===== src/design/pdi_pkg.sv =====
package pdi_pkg;

  localparam int COORD_W         = 24;
  localparam int DIST_W          = 24;
  localparam int FRAC_W          = 16;
  localparam int ENTRY_W         = 4;
  localparam int SEG_W           = 4;
  localparam int POINT_COUNT_DEF = 16;

  localparam logic OP_WRITE = 1'b0;
  localparam logic OP_QUERY = 1'b1;

  // datapath operation for the current cycle
  typedef enum logic [3:0] {
    DP_NOP,
    DP_CAPTURE,
    DP_WRITE,
    DP_READ,
    DP_LATCH_TO,
    DP_DIV_INIT,
    DP_DIV_STEP,
    DP_MUL_X,
    DP_MUL_Y,
    DP_RND_Y
  } dp_op_t;

  // source of the result register
  typedef enum logic [1:0] {
    OUT_ZERO,
    OUT_DIRECT,
    OUT_BLEND
  } out_sel_t;

  typedef struct packed {
    dp_op_t   op;
    logic     out_load;
    out_sel_t out_sel;
  } dp_cmd_t;

  typedef struct packed {
    logic gt;
  } dp_status_t;

endpackage


===== src/design/pdi_dpath.sv =====
module pdi_dpath #(
  parameter int POINT_COUNT = pdi_pkg::POINT_COUNT_DEF,
  parameter int IDX_W       = $clog2(POINT_COUNT)
) (
  input  logic                                clk,
  input  pdi_pkg::dp_cmd_t                    cmd,
  input  logic [IDX_W-1:0]                    rd_addr,
  input  logic [IDX_W-1:0]                    seg,
  output pdi_pkg::dp_status_t                 status,
  input  logic [pdi_pkg::ENTRY_W-1:0]         in_entry_index,
  input  logic signed [pdi_pkg::COORD_W-1:0]  in_point_x,
  input  logic signed [pdi_pkg::COORD_W-1:0]  in_point_y,
  input  logic [pdi_pkg::DIST_W-1:0]          in_point_distance,
  input  logic [pdi_pkg::DIST_W-1:0]          in_query_distance,
  output logic signed [pdi_pkg::COORD_W-1:0]  out_x,
  output logic signed [pdi_pkg::COORD_W-1:0]  out_y,
  output logic [pdi_pkg::SEG_W-1:0]           out_segment,
  output logic                                out_done_res
);

  localparam int CW      = pdi_pkg::COORD_W;
  localparam int DW      = pdi_pkg::DIST_W;
  localparam int FW      = pdi_pkg::FRAC_W;
  localparam int EW      = pdi_pkg::ENTRY_W;
  localparam int SEG_W_L = pdi_pkg::SEG_W;
  localparam int WORD_W  = 2 * CW + DW;
  localparam int DIFF_W  = CW + 1;
  localparam int PROD_W  = DIFF_W + FW + 1;
  localparam int CHK_W   = IDX_W + EW;

  // captured item
  logic [EW-1:0]        idx_r;
  logic [CW-1:0]        px_r, py_r;
  logic [DW-1:0]        pd_r, q_r;

  // point table: x, y, distance packed in one word
  logic [WORD_W-1:0]    mem [POINT_COUNT];
  logic [WORD_W-1:0]    rd_word_r;
  logic [DW-1:0]        last_d_r;

  logic [CW-1:0]        rd_x, rd_y;
  logic [DW-1:0]        rd_d;

  logic [CW-1:0]        to_x_r, to_y_r, from_x_r, from_y_r;
  logic [DW-1:0]        to_d_r, span_r, rem_r;
  logic [FW-1:0]        f_r;
  logic signed [DIFF_W-1:0] dx_r, dy_r;
  logic signed [PROD_W-1:0] prod_r;
  logic [CW-1:0]        res_x_r, res_y_r;

  logic [CW-1:0]        out_x_r, out_y_r;
  logic [SEG_W_L-1:0]   out_seg_r;
  logic                 out_done_r;

  logic [CHK_W-1:0]     wr_idx_ext;
  logic [IDX_W-1:0]     wr_addr;
  logic                 wr_in_range;
  logic [IDX_W+SEG_W_L-1:0] seg_ext;
  logic [DW:0]          rem2, rem_sub;
  logic                 rem_ge;
  logic signed [PROD_W-1:0] mul_a;
  logic signed [FW:0]   f_s;

  assign wr_idx_ext  = {{IDX_W{1'b0}}, idx_r};
  assign wr_addr     = wr_idx_ext[IDX_W-1:0];
  assign wr_in_range = wr_idx_ext < CHK_W'(POINT_COUNT);
  assign seg_ext     = {{SEG_W_L{1'b0}}, seg};

  assign rd_x = rd_word_r[WORD_W-1 -: CW];
  assign rd_y = rd_word_r[DW+CW-1 -: CW];
  assign rd_d = rd_word_r[DW-1:0];

  assign status.gt = rd_d > q_r;

  // one restoring divide step
  assign rem2    = {rem_r, 1'b0};
  assign rem_sub = rem2 - {1'b0, span_r};
  assign rem_ge  = rem2 >= {1'b0, span_r};

  assign f_s = $signed({1'b0, f_r});

  // from + round_half_up(prod / 2^FW)
  function automatic logic [CW-1:0] round_add(input logic [CW-1:0] from,
                                               input logic signed [PROD_W-1:0] p);
    logic signed [PROD_W-1:0] s;
    logic signed [PROD_W-1:0] r;
    s = p + (PROD_W'(1) <<< (FW - 1));
    r = (s >>> FW) + PROD_W'($signed(from));
    return r[CW-1:0];
  endfunction

  always_ff @(posedge clk) begin
    if (cmd.op == pdi_pkg::DP_WRITE && wr_in_range) begin
      mem[wr_addr] <= {px_r, py_r, pd_r};
    end
    if (cmd.op == pdi_pkg::DP_READ) begin
      rd_word_r <= mem[rd_addr];
    end
  end

  always_ff @(posedge clk) begin
    unique case (cmd.op)
      pdi_pkg::DP_NOP: begin
      end
      pdi_pkg::DP_CAPTURE: begin
        idx_r <= in_entry_index;
        px_r  <= in_point_x;
        py_r  <= in_point_y;
        pd_r  <= in_point_distance;
        q_r   <= in_query_distance;
      end
      pdi_pkg::DP_WRITE: begin
        if (wr_in_range && wr_addr == IDX_W'(POINT_COUNT - 1)) begin
          last_d_r <= pd_r;
        end
      end
      pdi_pkg::DP_READ: begin
      end
      pdi_pkg::DP_LATCH_TO: begin
        to_x_r <= rd_x;
        to_y_r <= rd_y;
        to_d_r <= rd_d;
      end
      pdi_pkg::DP_DIV_INIT: begin
        span_r   <= to_d_r - rd_d;
        rem_r    <= q_r - rd_d;
        dx_r     <= DIFF_W'($signed(to_x_r)) - DIFF_W'($signed(rd_x));
        dy_r     <= DIFF_W'($signed(to_y_r)) - DIFF_W'($signed(rd_y));
        from_x_r <= rd_x;
        from_y_r <= rd_y;
        f_r      <= '0;
      end
      pdi_pkg::DP_DIV_STEP: begin
        rem_r <= rem_ge ? rem_sub[DW-1:0] : rem2[DW-1:0];
        f_r   <= {f_r[FW-2:0], rem_ge};
      end
      pdi_pkg::DP_MUL_X: begin
        prod_r <= mul_a;
      end
      pdi_pkg::DP_MUL_Y: begin
        res_x_r <= round_add(from_x_r, prod_r);
        prod_r  <= mul_a;
      end
      pdi_pkg::DP_RND_Y: begin
        res_y_r <= round_add(from_y_r, prod_r);
      end
      default: begin
      end
    endcase
  end

  // single shared multiplier, x then y
  assign mul_a = (cmd.op == pdi_pkg::DP_MUL_X) ? PROD_W'(dx_r) * PROD_W'(f_s)
                                               : PROD_W'(dy_r) * PROD_W'(f_s);

  always_ff @(posedge clk) begin
    if (cmd.out_load) begin
      case (cmd.out_sel)
        pdi_pkg::OUT_DIRECT: begin
          out_x_r <= rd_x;
          out_y_r <= rd_y;
        end
        pdi_pkg::OUT_BLEND: begin
          out_x_r <= res_x_r;
          out_y_r <= res_y_r;
        end
        default: begin
          out_x_r <= '0;
          out_y_r <= '0;
        end
      endcase
      out_seg_r  <= seg_ext[SEG_W_L-1:0];
      out_done_r <= (cmd.out_sel != pdi_pkg::OUT_ZERO) && (q_r >= last_d_r);
    end
  end

  assign out_x        = out_x_r;
  assign out_y        = out_y_r;
  assign out_segment  = out_seg_r;
  assign out_done_res = out_done_r;

endmodule


===== src/design/pdi_ctrl.sv =====
module pdi_ctrl #(
  parameter int POINT_COUNT = pdi_pkg::POINT_COUNT_DEF,
  parameter int IDX_W       = $clog2(POINT_COUNT)
) (
  input  logic                clk,
  input  logic                rst_n,
  input  logic                in_valid,
  input  logic                in_opcode,
  output logic                in_stall,
  output logic                out_valid,
  input  logic                out_stall,
  input  pdi_pkg::dp_status_t status,
  output pdi_pkg::dp_cmd_t    cmd,
  output logic [IDX_W-1:0]    rd_addr,
  output logic [IDX_W-1:0]    seg
);

  localparam int CNT_W = $clog2(pdi_pkg::FRAC_W);

  typedef enum logic [3:0] {
    ST_IDLE,
    ST_WRITE,
    ST_SRCH_RD,
    ST_SRCH_CMP,
    ST_READ_FROM,
    ST_DIV_INIT,
    ST_DIV,
    ST_MUL_X,
    ST_MUL_Y,
    ST_RND_Y,
    ST_OUT
  } state_t;

  state_t              state_r, state_nxt;
  logic [IDX_W-1:0]    idx_r, idx_nxt;
  logic [IDX_W-1:0]    seg_r, seg_nxt;
  logic [CNT_W-1:0]    cnt_r, cnt_nxt;
  pdi_pkg::out_sel_t   sel_r, sel_nxt;
  logic                out_valid_r, out_valid_nxt;

  always_comb begin
    state_nxt    = state_r;
    idx_nxt      = idx_r;
    seg_nxt      = seg_r;
    cnt_nxt      = cnt_r;
    sel_nxt      = sel_r;
    cmd.op       = pdi_pkg::DP_NOP;
    cmd.out_load = 1'b0;
    cmd.out_sel  = sel_r;
    rd_addr      = idx_r;

    unique case (state_r)
      ST_IDLE: begin
        if (in_valid) begin
          cmd.op    = pdi_pkg::DP_CAPTURE;
          idx_nxt   = '0;
          seg_nxt   = '0;
          state_nxt = (in_opcode == pdi_pkg::OP_WRITE) ? ST_WRITE : ST_SRCH_RD;
        end
      end
      ST_WRITE: begin
        cmd.op    = pdi_pkg::DP_WRITE;
        sel_nxt   = pdi_pkg::OUT_ZERO;
        state_nxt = ST_OUT;
      end
      ST_SRCH_RD: begin
        cmd.op    = pdi_pkg::DP_READ;
        state_nxt = ST_SRCH_CMP;
      end
      ST_SRCH_CMP: begin
        if (status.gt) begin
          if (idx_r == '0) begin
            sel_nxt   = pdi_pkg::OUT_DIRECT;
            seg_nxt   = '0;
            state_nxt = ST_OUT;
          end else begin
            cmd.op    = pdi_pkg::DP_LATCH_TO;
            seg_nxt   = idx_r - 1'b1;
            idx_nxt   = idx_r - 1'b1;
            state_nxt = ST_READ_FROM;
          end
        end else if (idx_r == IDX_W'(POINT_COUNT - 1)) begin
          sel_nxt   = pdi_pkg::OUT_DIRECT;
          seg_nxt   = IDX_W'(POINT_COUNT - 2);
          state_nxt = ST_OUT;
        end else begin
          idx_nxt   = idx_r + 1'b1;
          state_nxt = ST_SRCH_RD;
        end
      end
      ST_READ_FROM: begin
        cmd.op    = pdi_pkg::DP_READ;
        state_nxt = ST_DIV_INIT;
      end
      ST_DIV_INIT: begin
        cmd.op    = pdi_pkg::DP_DIV_INIT;
        cnt_nxt   = '0;
        state_nxt = ST_DIV;
      end
      ST_DIV: begin
        cmd.op  = pdi_pkg::DP_DIV_STEP;
        cnt_nxt = cnt_r + 1'b1;
        if (cnt_r == CNT_W'(pdi_pkg::FRAC_W - 1)) begin
          state_nxt = ST_MUL_X;
        end
      end
      ST_MUL_X: begin
        cmd.op    = pdi_pkg::DP_MUL_X;
        state_nxt = ST_MUL_Y;
      end
      ST_MUL_Y: begin
        cmd.op    = pdi_pkg::DP_MUL_Y;
        state_nxt = ST_RND_Y;
      end
      ST_RND_Y: begin
        cmd.op    = pdi_pkg::DP_RND_Y;
        sel_nxt   = pdi_pkg::OUT_BLEND;
        state_nxt = ST_OUT;
      end
      ST_OUT: begin
        if (!out_valid_r || !out_stall) begin
          cmd.out_load = 1'b1;
          state_nxt    = ST_IDLE;
        end
      end
      default: begin
        state_nxt = ST_IDLE;
      end
    endcase

    if (cmd.out_load) begin
      out_valid_nxt = 1'b1;
    end else if (out_valid_r && !out_stall) begin
      out_valid_nxt = 1'b0;
    end else begin
      out_valid_nxt = out_valid_r;
    end
  end

  always_ff @(posedge clk) begin
    if (!rst_n) begin
      state_r     <= ST_IDLE;
      out_valid_r <= 1'b0;
      idx_r       <= '0;
      seg_r       <= '0;
      cnt_r       <= '0;
      sel_r       <= pdi_pkg::OUT_ZERO;
    end else begin
      state_r     <= state_nxt;
      out_valid_r <= out_valid_nxt;
      idx_r       <= idx_nxt;
      seg_r       <= seg_nxt;
      cnt_r       <= cnt_nxt;
      sel_r       <= sel_nxt;
    end
  end

  assign in_stall  = (state_r != ST_IDLE);
  assign out_valid = out_valid_r;
  assign seg       = seg_r;

endmodule


===== src/design/polyline_distance_interpolator_top.sv =====
// polyline distance interpolator
// holds a table of POINT_COUNT polyline points (x, y, cumulative distance)
// input channel: in_valid / in_stall; one request is either a table write
//   (in_opcode = 0, slot in_entry_index) or a query at in_query_distance
// result channel: out_valid / out_stall; exactly one result per request,
//   zero fields for a write, interpolated point, segment and done for a query
// one request is worked on at a time; in_stall stays high until its result
//   sits in the output register
// a write passes through the write state to the output register
// a query scans the table from entry 0 through the table's read port until
//   an entry's distance exceeds the query or the last entry is read; then a
//   16-step restoring divide and the shared multiplier (x then y) set the rest
// a query below the first point or past the end takes that table point directly
// the next request is accepted in the cycle after a result loads
// a finished result waits in the output register under out_stall while the
//   next request is already accepted; that request then holds before its
//   own result until the register is taken
// reset clears the controller and out_valid; table entries are not cleared
//   and must be written before a query reads them
module polyline_distance_interpolator_top #(
  parameter int POINT_COUNT = pdi_pkg::POINT_COUNT_DEF
) (
  input  logic                                clk,
  input  logic                                rst_n,
  // request channel
  input  logic                                in_valid,
  output logic                                in_stall,
  input  logic                                in_opcode,
  input  logic [pdi_pkg::ENTRY_W-1:0]         in_entry_index,
  input  logic signed [pdi_pkg::COORD_W-1:0]  in_point_x,
  input  logic signed [pdi_pkg::COORD_W-1:0]  in_point_y,
  input  logic [pdi_pkg::DIST_W-1:0]          in_point_distance,
  input  logic [pdi_pkg::DIST_W-1:0]          in_query_distance,
  // result channel
  output logic                                out_valid,
  input  logic                                out_stall,
  output logic signed [pdi_pkg::COORD_W-1:0]  out_x,
  output logic signed [pdi_pkg::COORD_W-1:0]  out_y,
  output logic [pdi_pkg::SEG_W-1:0]           out_segment,
  output logic                                out_done_res
);

  localparam int IDX_W = $clog2(POINT_COUNT);

  // command and status between controller and datapath
  pdi_pkg::dp_cmd_t    cmd;
  pdi_pkg::dp_status_t status;
  logic [IDX_W-1:0]    rd_addr;
  logic [IDX_W-1:0]    seg;

  // sequencer: table scan, divide steps, multiply steps, result handoff
  pdi_ctrl #(
    .POINT_COUNT (POINT_COUNT),
    .IDX_W       (IDX_W)
  ) u_ctrl (
    .clk       (clk),
    .rst_n     (rst_n),
    .in_valid  (in_valid),
    .in_opcode (in_opcode),
    .in_stall  (in_stall),
    .out_valid (out_valid),
    .out_stall (out_stall),
    .status    (status),
    .cmd       (cmd),
    .rd_addr   (rd_addr),
    .seg       (seg)
  );

  // table memory, divider, shared multiplier and output register
  pdi_dpath #(
    .POINT_COUNT (POINT_COUNT),
    .IDX_W       (IDX_W)
  ) u_dpath (
    .clk               (clk),
    .cmd               (cmd),
    .rd_addr           (rd_addr),
    .seg               (seg),
    .status            (status),
    .in_entry_index    (in_entry_index),
    .in_point_x        (in_point_x),
    .in_point_y        (in_point_y),
    .in_point_distance (in_point_distance),
    .in_query_distance (in_query_distance),
    .out_x             (out_x),
    .out_y             (out_y),
    .out_segment       (out_segment),
    .out_done_res      (out_done_res)
  );

endmodule


===== config.mk =====
export PLATFORM = sky130hd
export DESIGN_NAME = polyline_distance_interpolator_top
export DESIGN_NICKNAME = d
export VERILOG_FILES = /design/src/design/pdi_pkg.sv /design/src/design/pdi_dpath.sv /design/src/design/pdi_ctrl.sv /design/src/design/polyline_distance_interpolator_top.sv
export SDC_FILE = /design/constraint.sdc
export NUM_CORES = 2
export LEC_CHECK = 0
export BUFFER_PORTS_ARGS = -buffer_cell sky130_fd_sc_hd__buf_4
export CORE_UTILIZATION = 30
export CTS_CLUSTER_DIAMETER = 150
export DETAILED_ROUTE_END_ITERATION = 16
export PLACE_DENSITY = 0.46
export SLEW_MARGIN = 20
export SYNTH_ARGS = -nofsm -noshare
export SYNTH_HDL_FRONTEND = slang
export SYNTH_SLANG_ARGS = --single-unit
export TNS_END_PERCENT = 100

===== constraint.sdc =====
create_clock -name clk -period 23.2 [get_ports clk]
set_input_delay 1.16 -clock clk [delete_from_list [all_inputs] [get_ports clk]]
set_output_delay 1.16 -clock clk [all_outputs]
set_load 0.01 [all_outputs]

==> impl_metrics.env <==
export IMPL_outcome="completed"
export IMPL_grt_max_degree=67
export IMPL_tns_ps=0
export IMPL_wl_per_cell_microns=23.0
export IMPL_p_comb_share_pct=8.3
export IMPL_cp_end_kind="flop"
export IMPL_die_area_sq_um=327000
export IMPL_whs_path_depth=0
export IMPL_cp_data_arrival_time_ps=8520
export IMPL_fin_crit_ps=7940
export IMPL_power_share_clock_pct=40.5
export IMPL_hold_path_end="u_dpath.out_segment[2]$_DFFE_PP_"
export IMPL_ys_ff_latch=1703
export IMPL_slowest_delay_ps=1020
export IMPL_cp_start_kind="flop"
export IMPL_final_nets=8283
export IMPL_wirelength_microns=264000
export IMPL_dr_pass1_iters=5
export IMPL_p_sw_uw=1700
export IMPL_crit_cells=23
export IMPL_numCtsBuffers=189
export IMPL_synth_common_cells="1684 x edfxtp_1, 1067 x inv_1, 761 x fa_1"
export IMPL_die_h_microns=572
export IMPL_synth_edf_count=1684
export IMPL_port_buffers=159
export IMPL_core_sq_um=322000
export IMPL_syn_cell_area_sq_um=97500
export IMPL_worst_path_max_delay_cell="edfxtp_1"
export IMPL_fin_skew_ps=51.1
export IMPL_yosysTopAreaCellShare_pct=51.9
export IMPL_die_x_microns=572
export IMPL_ys_warn_count=0
export IMPL_grt_pass1_vias=58895
export IMPL_hold_viol_final=0
export IMPL_track_usage_pct=16.3
export IMPL_power_density_nw_per_um2=65.3
export IMPL_slew_headroom_pct=26.4
export IMPL_slew_viol_final=0
export IMPL_sw_frac_of_total_pct=23.8
export IMPL_post_cts_resized=0
export IMPL_drt_iter0_drc=3586
export IMPL_io_pins=160
export IMPL_cpMostUsedCell="fa_1"
export IMPL_via_per_inst=4.73
export IMPL_p_leak_uw=0.0413
export IMPL_cp_max_fo=30
export IMPL_critPathKind="flop to flop"
export IMPL_max_vdd_ir_drop_mv=0.0571
export IMPL_period_share_pct=34.2
export IMPL_setup_viol=0
export IMPL_grt_overflow=0
export IMPL_postRouteAntennaNets=0
export IMPL_worstMarginPinSlew_ps=1100
export IMPL_synth_top_cell_by_area="edfxtp_1"
export IMPL_synthCells=6843
export IMPL_placed_cells=11141
export IMPL_min_delay_start="u_ctrl.seg[2]$_SDFFE_PN0P_"
export IMPL_post_cts_buffers=0
export IMPL_r2r_end="u_dpath.prod_r[37]$_DFFE_PP_"
export IMPL_pwr_share_seq_pct=51.3
export IMPL_synth_main_ff_cell="edfxtp_1"
export IMPL_cts_clk_slew_worst_paths_ps=60
export IMPL_yosysSeqAreaShare_pct=52.3
export IMPL_reg2reg_from="u_dpath.f_r[8]$_SDFFCE_PN0P_"
export IMPL_dp_hpwl_microns=173000
export IMPL_insertion_delay_ps=840
export IMPL_syn2layout_area_growth_pct=12.7
export IMPL_clock_fmax_mhz=126
export IMPL_cts_tree="built"
export IMPL_start_util_pct=30.3
export IMPL_path_buf_inv=6
export IMPL_cts_sinks=1703
export IMPL_synth_nets=8097
export IMPL_grt_pass1_wl_microns=394000
export IMPL_required_ps=23780
export IMPL_antenna_found_initial=21
export IMPL_syn_avg_cell_area_sq_um=14.2
export IMPL_root_buffer="clkbuf_16"
export IMPL_worst_r2r_setup_slack_ps=15260
export IMPL_post_synth_top_count_cell="edfxtp_1"
export IMPL_synthDistinctLibCells=85
export IMPL_drive_gt1_share_pct=12.8
export IMPL_gp_congestion=0.828
export IMPL_p_int_uw=5470
export IMPL_route_detailed_drc=0
export IMPL_clockBufferDepth=4
export IMPL_synth_async_reset_ratio_pct=0
export IMPL_cts_hold_buffers=0
export IMPL_instances_no_fill=11482
export IMPL_critPathTopFamily="adder cells"
export IMPL_rows=208
export IMPL_synthTopCellsByArea="edfxtp_1 52%, fa_1 16%, mux4_2 8.3%"
export IMPL_min_path_type="flop to flop"
export IMPL_worstRegToRegCells=23
export IMPL_htree_levels=4
export IMPL_crit_chain="buf_4, nand2_1, fa_1, inv_1, fa_1, inv_1, fa_1, inv_1, fa_1, fa_1, inv_1, fa_1, inv_1, ha_1, nor2_1, a31oi_1, and3b_4, o21ai_2, a21boi_1, a311oi_2, o21ai_0, xor2_1, o32a_1"
export IMPL_max_cap_violations=0
export IMPL_rsz0062_at_grt="false"
export IMPL_vias=54340
## cell usage in the layout, fill, tap and decap left out, types with 16 or more instances in the layout
cell	count
o31ai_1	16
o21ai_0	105
a211oi_1	19
inv_1	1065
a31oi_1	21
nor2_1	148
edfxtp_1	1684
clkbuf_16	193
clkbuf_1	44
a21oi_1	164
xnor2_1	168
fa_1	761
o21a_1	40
ha_1	386
a21o_1	66
or3_1	22
clkinv_1	45
xor2_1	54
and2_1	319
nand2_1	599
a22oi_1	52
and3_1	42
nor2b_1	85
nand2b_1	34
clkinv_2	22
nor3_1	56
nand3_1	47
mux4_2	360
nand4_1	23
o21bai_1	16
buf_4	253
mux2i_1	26
## sequential cells by signal, summed over array words and instances, names as in the netlist, 25 cells and up
name / count
u_dpath.mem: 1129
u_dpath.rd_word_r: 72
u_dpath.dx_r: 25
u_dpath.dy_r: 25
u_dpath.prod_r: 25
## area by class of cell
cell class | instances | area, sq um
antenna | 6 | 15.0
inverter | 1067 | 4010
timing repair buffer | 255 | 1940
clock inverter | 96 | 862
fill | 31484 | 212000
clock buffer | 237 | 4990
sequential | 1703 | 51000
multi-input combinational | 3813 | 41700
tap | 4305 | 5390
## logic make-up after synthesis
family | Yosys count | share of synthesized area (%)
compound gates | 615 | 4.20
xor+xnor | 222 | 1.99
fa+ha+maj | 1149 | 20.6
buf+inv | 1327 | 5.12
flops | 1703 | 52.3
mux | 388 | 8.61
simple gates | 1439 | 7.20
## through the flow
stage	setup WS (ps)	total power (uW)	hold slack [ps]	area (sq um)	utilization (%)
2_1_floorplan	15320	4080	408	97500	-
3_3_place_gp	15300	4330	425	104000	32.3
3_5_place_dp	15150	4340	435	104000	32.3
4_1_cts	15150	7270	421	110000	34.1
5_1_grt	14730	7440	443	110000	34.1
6_report	15260	7170	446	110000	34.1
## power by group through the flow
| stage | sequential, uW | combinational [uW] | clock (uW) |
|---|---|---|---|
| detailed placement | 3740 | 599 | 0 |
| finish | 3680 | 592 | 2900 |
| floorplan | 3690 | 392 | 0 |
| CTS | 3680 | 601 | 2990 |
| global placement | 3730 | 596 | 0 |
| global route | 3690 | 653 | 3090 |
## how the worst max path moves through the flow
stage,from,endpoint,slack [ps]
after floorplan,u_ctrl.state_r[0]$_SDFFE_PN0P_,u_dpath.f_r[0]$_SDFFCE_PN0P_,15320
after global routing,u_dpath.f_r[8]$_SDFFCE_PN0P_,u_dpath.prod_r[37]$_DFFE_PP_,14730
after global placement,u_dpath.f_r[8]$_SDFFCE_PN0P_,u_dpath.prod_r[26]$_DFFE_PP_,15300
after CTS,u_dpath.f_r[8]$_SDFFCE_PN0P_,u_dpath.prod_r[26]$_DFFE_PP_,15150
after detailed placement,u_dpath.f_r[8]$_SDFFCE_PN0P_,u_dpath.prod_r[26]$_DFFE_PP_,15150
final,u_dpath.f_r[8]$_SDFFCE_PN0P_,u_dpath.prod_r[37]$_DFFE_PP_,15260
## metal layers
layer | GRT usage, % | routed length, microns | vias to the layer above
met3 | 2.01 | 10300 | 350
met4 | 4.53 | 7390 | 2
met2 | 27.8 | 130000 | 1083
met1 | 21.7 | 116000 | 28725
li1 | - | - | 24180
met5 | 0 | 17 | -
No activity file was read; power rests on OpenSTA's default activity.
